--- src/rtl/core/ltdc_pkg.sv ---
package ltdc_pkg;

    localparam int HALF_SIDE = 32;

    localparam int DIR_W = 3;
    localparam int CRD_W = 7;
    localparam int MAG_W = 7;
    localparam int LVL_W = 8;

    typedef logic [DIR_W-1:0] t_dir;
    typedef logic [MAG_W-1:0] t_mag;
    typedef logic [LVL_W-1:0] t_lvl;

    localparam t_mag HALF_MAG = MAG_W'(HALF_SIDE);
    localparam t_mag WRAP_MAG = MAG_W'(HALF_SIDE + 1);
    localparam t_lvl ROOT_LVL = LVL_W'(1);
    localparam t_lvl FAR_LVL  = LVL_W'(3 * HALF_SIDE);

    localparam logic [1:0] AXIS_X = 2'd0;
    localparam logic [1:0] AXIS_Y = 2'd1;
    localparam logic [1:0] AXIS_Z = 2'd2;

    typedef struct packed {
        t_dir dir;
        logic neg_x;
        logic neg_y;
        logic neg_z;
        logic zero_x;
        logic zero_y;
        logic zero_z;
        logic half_x;
        logic half_y;
        logic half_z;
        logic wrap;
        t_lvl lvl;
    } t_cell;

    // Remainder by three through a reciprocal multiply, exact for any 8-bit level.
    function automatic logic [1:0] lvl_mod3(input t_lvl v);
        logic [16:0] prod;
        logic [7:0]  quot;
        logic [9:0]  triple;
        logic [9:0]  rem;
        prod   = 17'(v) * 17'd171;
        quot   = prod[16:9];
        triple = 10'(quot) * 10'd3;
        rem    = 10'(v) - triple;
        return rem[1:0];
    endfunction

endpackage

--- src/rtl/core/ltdc_rule.sv ---
module ltdc_rule (
    input  ltdc_pkg::t_cell i_cell,
    output logic           o_allowed
);

    ltdc_pkg::t_dir sx;
    ltdc_pkg::t_dir sy;
    ltdc_pkg::t_dir sz;
    logic           even;
    logic [1:0]     spin;

    assign sx   = {2'b00, i_cell.neg_x};
    assign sy   = {2'b01, i_cell.neg_y};
    assign sz   = {2'b10, i_cell.neg_z};
    assign even = ~i_cell.lvl[0];
    assign spin = ltdc_pkg::lvl_mod3(i_cell.lvl);

    always_comb begin
        if (i_cell.wrap) begin
            o_allowed = 1'b0;
        end else if (i_cell.lvl == ltdc_pkg::ROOT_LVL || i_cell.lvl == ltdc_pkg::FAR_LVL) begin
            o_allowed = 1'b1;
        end else if (i_cell.half_x && i_cell.half_y) begin
            o_allowed = (i_cell.dir == sz);
        end else if (i_cell.half_x && i_cell.half_z) begin
            o_allowed = (i_cell.dir == sy);
        end else if (i_cell.half_y && i_cell.half_z) begin
            o_allowed = (i_cell.dir == sx);
        end else if (i_cell.zero_y && i_cell.zero_z) begin
            o_allowed = (i_cell.dir == sx);
        end else if (i_cell.zero_x && i_cell.zero_z) begin
            o_allowed = (i_cell.dir == sy);
        end else if (i_cell.zero_x && i_cell.zero_y) begin
            o_allowed = (i_cell.dir == sz);
        end else if (i_cell.half_z) begin
            if (i_cell.zero_y) begin
                o_allowed = (i_cell.dir == (even ? sx : sy));
            end else if (i_cell.zero_x) begin
                o_allowed = (i_cell.dir == (even ? sy : sx));
            end else begin
                o_allowed = (i_cell.dir == (even ? sx : sy));
            end
        end else if (i_cell.half_y) begin
            if (i_cell.zero_z) begin
                o_allowed = (i_cell.dir == (even ? sx : sz));
            end else if (i_cell.zero_x) begin
                o_allowed = (i_cell.dir == (even ? sz : sx));
            end else begin
                o_allowed = (i_cell.dir == (even ? sx : sz));
            end
        end else if (i_cell.half_x) begin
            if (i_cell.zero_y) begin
                o_allowed = (i_cell.dir == (even ? sz : sy));
            end else if (i_cell.zero_z) begin
                o_allowed = (i_cell.dir == (even ? sy : sz));
            end else begin
                o_allowed = (i_cell.dir == (even ? sz : sy));
            end
        end else if (i_cell.zero_z) begin
            o_allowed = (i_cell.dir == (even ? sx : sy));
        end else if (i_cell.zero_y) begin
            o_allowed = (i_cell.dir == (even ? sz : sx));
        end else if (i_cell.zero_x) begin
            o_allowed = (i_cell.dir == (even ? sy : sz));
        end else begin
            case (spin)
                ltdc_pkg::AXIS_X: o_allowed = (i_cell.dir == sx);
                ltdc_pkg::AXIS_Y: o_allowed = (i_cell.dir == sy);
                ltdc_pkg::AXIS_Z: o_allowed = (i_cell.dir == sz);
                default:          o_allowed = 1'b0;
            endcase
        end
    end

endmodule

--- src/rtl/core/lattice_tree_direction_check_unit.sv ---
// Checks whether a direction code is a spanning-tree edge from a signed lattice cell.
// Each input word carries a direction and three 7-bit signed coordinates and gives
// one output word whose bit 0 is the allow flag. The unit is a three-stage pipeline
// (magnitudes, level and face flags, rule decision into the output register), and a
// new word is taken in every cycle while the output side accepts; a stall at the
// output holds all stages.
module lattice_tree_direction_check_unit (
    input  logic        i_clk,
    input  logic        i_rst_n,
    input  logic        i_s_axis_tvalid,
    output logic        o_s_axis_tready,
    input  logic [23:0] i_s_axis_tdata,  // direction[2:0], coord_x[9:3], coord_y[16:10], coord_z[23:17]
    output logic        o_m_axis_tvalid,
    input  logic        i_m_axis_tready,
    output logic [7:0]  o_m_axis_tdata   // allowed[0], zero padding[7:1]
);

    typedef struct packed {
        ltdc_pkg::t_dir dir;
        logic           neg_x;
        logic           neg_y;
        logic           neg_z;
        ltdc_pkg::t_mag ax;
        ltdc_pkg::t_mag ay;
        ltdc_pkg::t_mag az;
    } t_mag_stage;

    logic                     en;
    logic [ltdc_pkg::CRD_W-1:0] cx;
    logic [ltdc_pkg::CRD_W-1:0] cy;
    logic [ltdc_pkg::CRD_W-1:0] cz;
    t_mag_stage               n_s1;
    t_mag_stage               r_s1;
    logic                     r_v1;
    ltdc_pkg::t_cell          n_s2;
    ltdc_pkg::t_cell          r_s2;
    logic                     r_v2;
    logic                     rule_allowed;
    logic                     r_vo;
    logic                     r_allowed;

    assign en = ~r_vo | i_m_axis_tready;

    assign o_s_axis_tready = en;
    assign o_m_axis_tvalid = r_vo;
    assign o_m_axis_tdata  = {7'b0, r_allowed};

    assign cx = i_s_axis_tdata[9:3];
    assign cy = i_s_axis_tdata[16:10];
    assign cz = i_s_axis_tdata[23:17];

    always_comb begin
        n_s1.dir   = i_s_axis_tdata[2:0];
        n_s1.neg_x = cx[ltdc_pkg::CRD_W-1];
        n_s1.neg_y = cy[ltdc_pkg::CRD_W-1];
        n_s1.neg_z = cz[ltdc_pkg::CRD_W-1];
        n_s1.ax    = n_s1.neg_x ? ltdc_pkg::MAG_W'(-cx) : ltdc_pkg::MAG_W'(cx);
        n_s1.ay    = n_s1.neg_y ? ltdc_pkg::MAG_W'(-cy) : ltdc_pkg::MAG_W'(cy);
        n_s1.az    = n_s1.neg_z ? ltdc_pkg::MAG_W'(-cz) : ltdc_pkg::MAG_W'(cz);
    end

    always_comb begin
        n_s2.dir    = r_s1.dir;
        n_s2.neg_x  = r_s1.neg_x;
        n_s2.neg_y  = r_s1.neg_y;
        n_s2.neg_z  = r_s1.neg_z;
        n_s2.zero_x = (r_s1.ax == '0);
        n_s2.zero_y = (r_s1.ay == '0);
        n_s2.zero_z = (r_s1.az == '0);
        n_s2.half_x = (r_s1.ax == ltdc_pkg::HALF_MAG);
        n_s2.half_y = (r_s1.ay == ltdc_pkg::HALF_MAG);
        n_s2.half_z = (r_s1.az == ltdc_pkg::HALF_MAG);
        n_s2.wrap   = (r_s1.ax == ltdc_pkg::WRAP_MAG) || (r_s1.ay == ltdc_pkg::WRAP_MAG)
                   || (r_s1.az == ltdc_pkg::WRAP_MAG);
        n_s2.lvl    = ltdc_pkg::LVL_W'(r_s1.ax) + ltdc_pkg::LVL_W'(r_s1.ay)
                    + ltdc_pkg::LVL_W'(r_s1.az);
    end

    ltdc_rule u_rule (
        .i_cell    (r_s2),
        .o_allowed (rule_allowed)
    );

    always_ff @(posedge i_clk) begin
        if (!i_rst_n) begin
            r_v1 <= 1'b0;
            r_v2 <= 1'b0;
            r_vo <= 1'b0;
        end else if (en) begin
            r_v1 <= i_s_axis_tvalid;
            r_v2 <= r_v1;
            r_vo <= r_v2;
        end
    end

    always_ff @(posedge i_clk) begin
        if (en) begin
            r_s1      <= n_s1;
            r_s2      <= n_s2;
            r_allowed <= rule_allowed;
        end
    end

    a_wrap_refused: assert property (@(posedge i_clk) disable iff (!i_rst_n)
        (en && r_v2 && r_s2.wrap) |=> (r_vo && !o_m_axis_tdata[0]))
        else $error("wrap shell cell was not refused");

    a_root_allowed: assert property (@(posedge i_clk) disable iff (!i_rst_n)
        (en && r_v2 && !r_s2.wrap && r_s2.lvl == ltdc_pkg::ROOT_LVL)
        |=> (r_vo && o_m_axis_tdata[0]))
        else $error("root level direction was refused");

    a_stall_holds: assert property (@(posedge i_clk) disable iff (!i_rst_n)
        !en |=> (r_v1 == $past(r_v1) && r_v2 == $past(r_v2) && $stable(r_s2)))
        else $error("pipeline stage moved during a stall");

    a_no_take_when_full: assert property (@(posedge i_clk) disable iff (!i_rst_n)
        (r_vo && !i_m_axis_tready) |-> !o_s_axis_tready)
        else $error("input word taken while the output is blocked");

endmodule
--- config.mk ---
export PLATFORM = sky130hd
export DESIGN_NAME = lattice_tree_direction_check_unit
export DESIGN_NICKNAME = d
export VERILOG_FILES = /design/src/rtl/core/ltdc_pkg.sv /design/src/rtl/core/ltdc_rule.sv /design/src/rtl/core/lattice_tree_direction_check_unit.sv
export SDC_FILE = /design/constraint.sdc
export NUM_CORES = 1
export LEC_CHECK = 0
export ABC_AREA = 1
export BUFFER_PORTS_ARGS = -buffer_cell sky130_fd_sc_hd__buf_4
export CAP_MARGIN = 15
export CORE_ASPECT_RATIO = 0.5
export CORE_MARGIN = 2
export CORE_UTILIZATION = 60
export DETAILED_ROUTE_END_ITERATION = 10
export PLACE_DENSITY = 0.81
export SLEW_MARGIN = 40
export SYNTH_ARGS = -nofsm -noshare
export SYNTH_HDL_FRONTEND = slang
export SYNTH_SLANG_ARGS = --single-unit
--- constraint.sdc ---
create_clock -name i_clk -period 6.3 [get_ports i_clk]
set_input_delay 1.26 -clock i_clk [delete_from_list [all_inputs] [get_ports i_clk]]
set_output_delay 1.26 -clock i_clk [all_outputs]
set_load 0.005 [all_outputs]
==> impl_metrics.ini <==
[setup_path]
crit_required_ps = 6340
critical_path_class = flip-flop to flip-flop
cp.buffers_inverters = 4
crit_family = adder cells
crit_top_cell = nand2_1
critPathArrivalTime_ps = 5730
start_kind = flip-flop
setup.worst_path.end_class = flip-flop
cp_max_fo = 8
crit_path_top_delay_cell = edfxtp_1
slowest_delay_ps = 550

[sta]
max_clock_freq_mhz = 176
fin_setup_tns_ps = 0
finalCritPeriodShare_pct = 90.2
hold_viol = 0
worstMarginPinSlew_ps = 617
rsz0062_at_grt = no
slew_viol_final = 0
slew_headroom_pct = 58.9
fin_skew_ps = 3.08
min_period_ps = 5680
setup_viol = 0

[floorplan]
fp.dieH_um = 61.8
core.rowCount = 20
core_area_um2 = 6260
die_area_um2 = 7380
dieWidth_um = 120
ios = 38
start_util_pct = 64.0

[routing]
top_layer = met4
vias = 2955
drt_wl_total_mm = 7.55
m1WireLength_mm = 3.49
vias_per_cell = 5.17
postRouteAntennaNets = 0
dr_wl_met2_mm = 3.54
route.detailed.drc = 0
drt-initial-drc-count = 154
routedWlPerCell_um = 13.2
met3WireLength_um = 346
drtPass1Iterations = 4

[synthesis]
ys_types = 35
synthCells = 449
yosys_warnings = 0
yosys_register_bits = 52
yosysTopAreaCell = edfxtp_1
yosysTopAreaCellShare_pct = 36.8
synth.cell_area_um2 = 4000
ys_seq_area_share_pct = 38.3
avgSynthCellArea_um2 = 8.92
synthTopCellsByArea = edfxtp_1, ha_1, fa_1

[grt]
grt_pass1_vias = 2930
grt_use_total_pct = 23.2
grt_pass1_wl_mm = 13.1
grt_max_degree = 53
grt_overflow_total = 0
antenna_found_initial = 0

[run]
cap_violations = 0

[final_layout]
drive_gt1_share_pct = 10.5
final_cell_mix = inv_1, nand2_1, edfxtp_1
layout.cells.most_common = inv_1
multiInputGateArea_um2 = 2060
area.growth.synth_to_final_pct = 12.6
n_fill_cell = 458
seq_area_um2 = 1530
insertedDiodeCount = 0
nNetsFinal = 568

[placement]
place_congestion = 0.933
dpl.hpwl_mm = 5.95
portBuffers = 30

[clocking]
clk_pin_slew_ps = 60
cts_tree = done
cts_resized = 0
insertion_delay_ps = 290
cts_root_buffer = clkbuf_16
htree_levels = 2
postCtsSetupBuffers = 0
cts_max_path_buffers = 2
cts_buffers = 5
clock-sinks = 52
ctsHoldBuffers = 0

[min_path]
hold_path_class = flip-flop to flip-flop

[status]
status = finished clean
flip-flops by register name (all words and copies together), names as in the netlist:
register         cells
r_s2                21
r_s1                21
n_s2                 6
r_v1                 1
r_v2                 1
r_allowed            1
o_m_axis_tvalid      1
per-layer routing:
layer	GRT usage (%)	up-vias
met5	0	-
met2	42.3	95
met1	30.0	1340
met3	2.55	20
met4	8.74	0
li1	-	1500
stage by stage:
step	area, um^2	util, %	hold WS [ps]	setup slack, ps	std cells
3_3_place_gp	4290	68.6	400	817	564
2_1_floorplan	4030	-	400	996	455
6_report	4510	72.1	421	616	572
4_1_cts	4510	72.1	420	614	572
5_1_grt	4510	72.1	433	139	572
3_5_place_dp	4290	68.6	405	610	564
path summary, 6_finish.rpt:
kind / depth (start not counted) / from / slack, ps / to
worst max-delay path: 38 / r_s2[1] / 620 / r_allowed
worst max register to register: 38 / r_s2[1] / 620 / r_allowed
worst min-delay path: 0 / n_s2[19] / 420 / r_s2[19]
worst min register to register: 0 / n_s2[19] / 420 / r_s2[19]
cells in the mapped netlist:
library cell	count
a211oi_1	1
a21o_1	2
a21oi_1	15
a21oi_2	1
a22oi_1	1
a31oi_1	2
and2_1	1
buf_4	8
buf_6	1
conb_1	1
dfxtp_1	3
edfxtp_1	49
fa_1	18
ha_1	39
inv_1	92
inv_2	4
nand2_1	89
nand2_2	4
nand2_4	1
nand3_1	24
nand3b_1	1
nand4_1	3
nor2_1	30
nor3_1	6
nor4_1	8
o2111ai_1	1
o211ai_1	2
o21a_1	1
o21ai_0	11
o21bai_2	1
o221ai_1	1
o22ai_1	1
or2_2	1
xnor2_1	9
xor2_1	17
final cells by class:
| class | count | area share [%] |
|---|---|---|
| Multi-Input combinational cell | 298 | 45.8 |
| Sequential cell | 52 | 34.0 |
| Inverter | 96 | 8.05 |
| Timing Repair Buffer | 30 | 5.00 |
| Clock buffer | 5 | 2.78 |
| Tap cell | 88 | 2.44 |
| Clock inverter | 3 | 2.00 |
cells by family after synthesis:
family / share of synthesized area (%)
xor gates and xnor gates: 5.69
other: 0.0937
buffers and inverters: 10.8
adders and majority gates: 21.2
AOI/OAI and AO/OA: 5.97
DFF: 38.3
and+or+nand+nor: 18.0
Power is left out: the tool's default activity adds up to more than one toggle a clock period on the data nets, which glitch-free logic cannot reach.
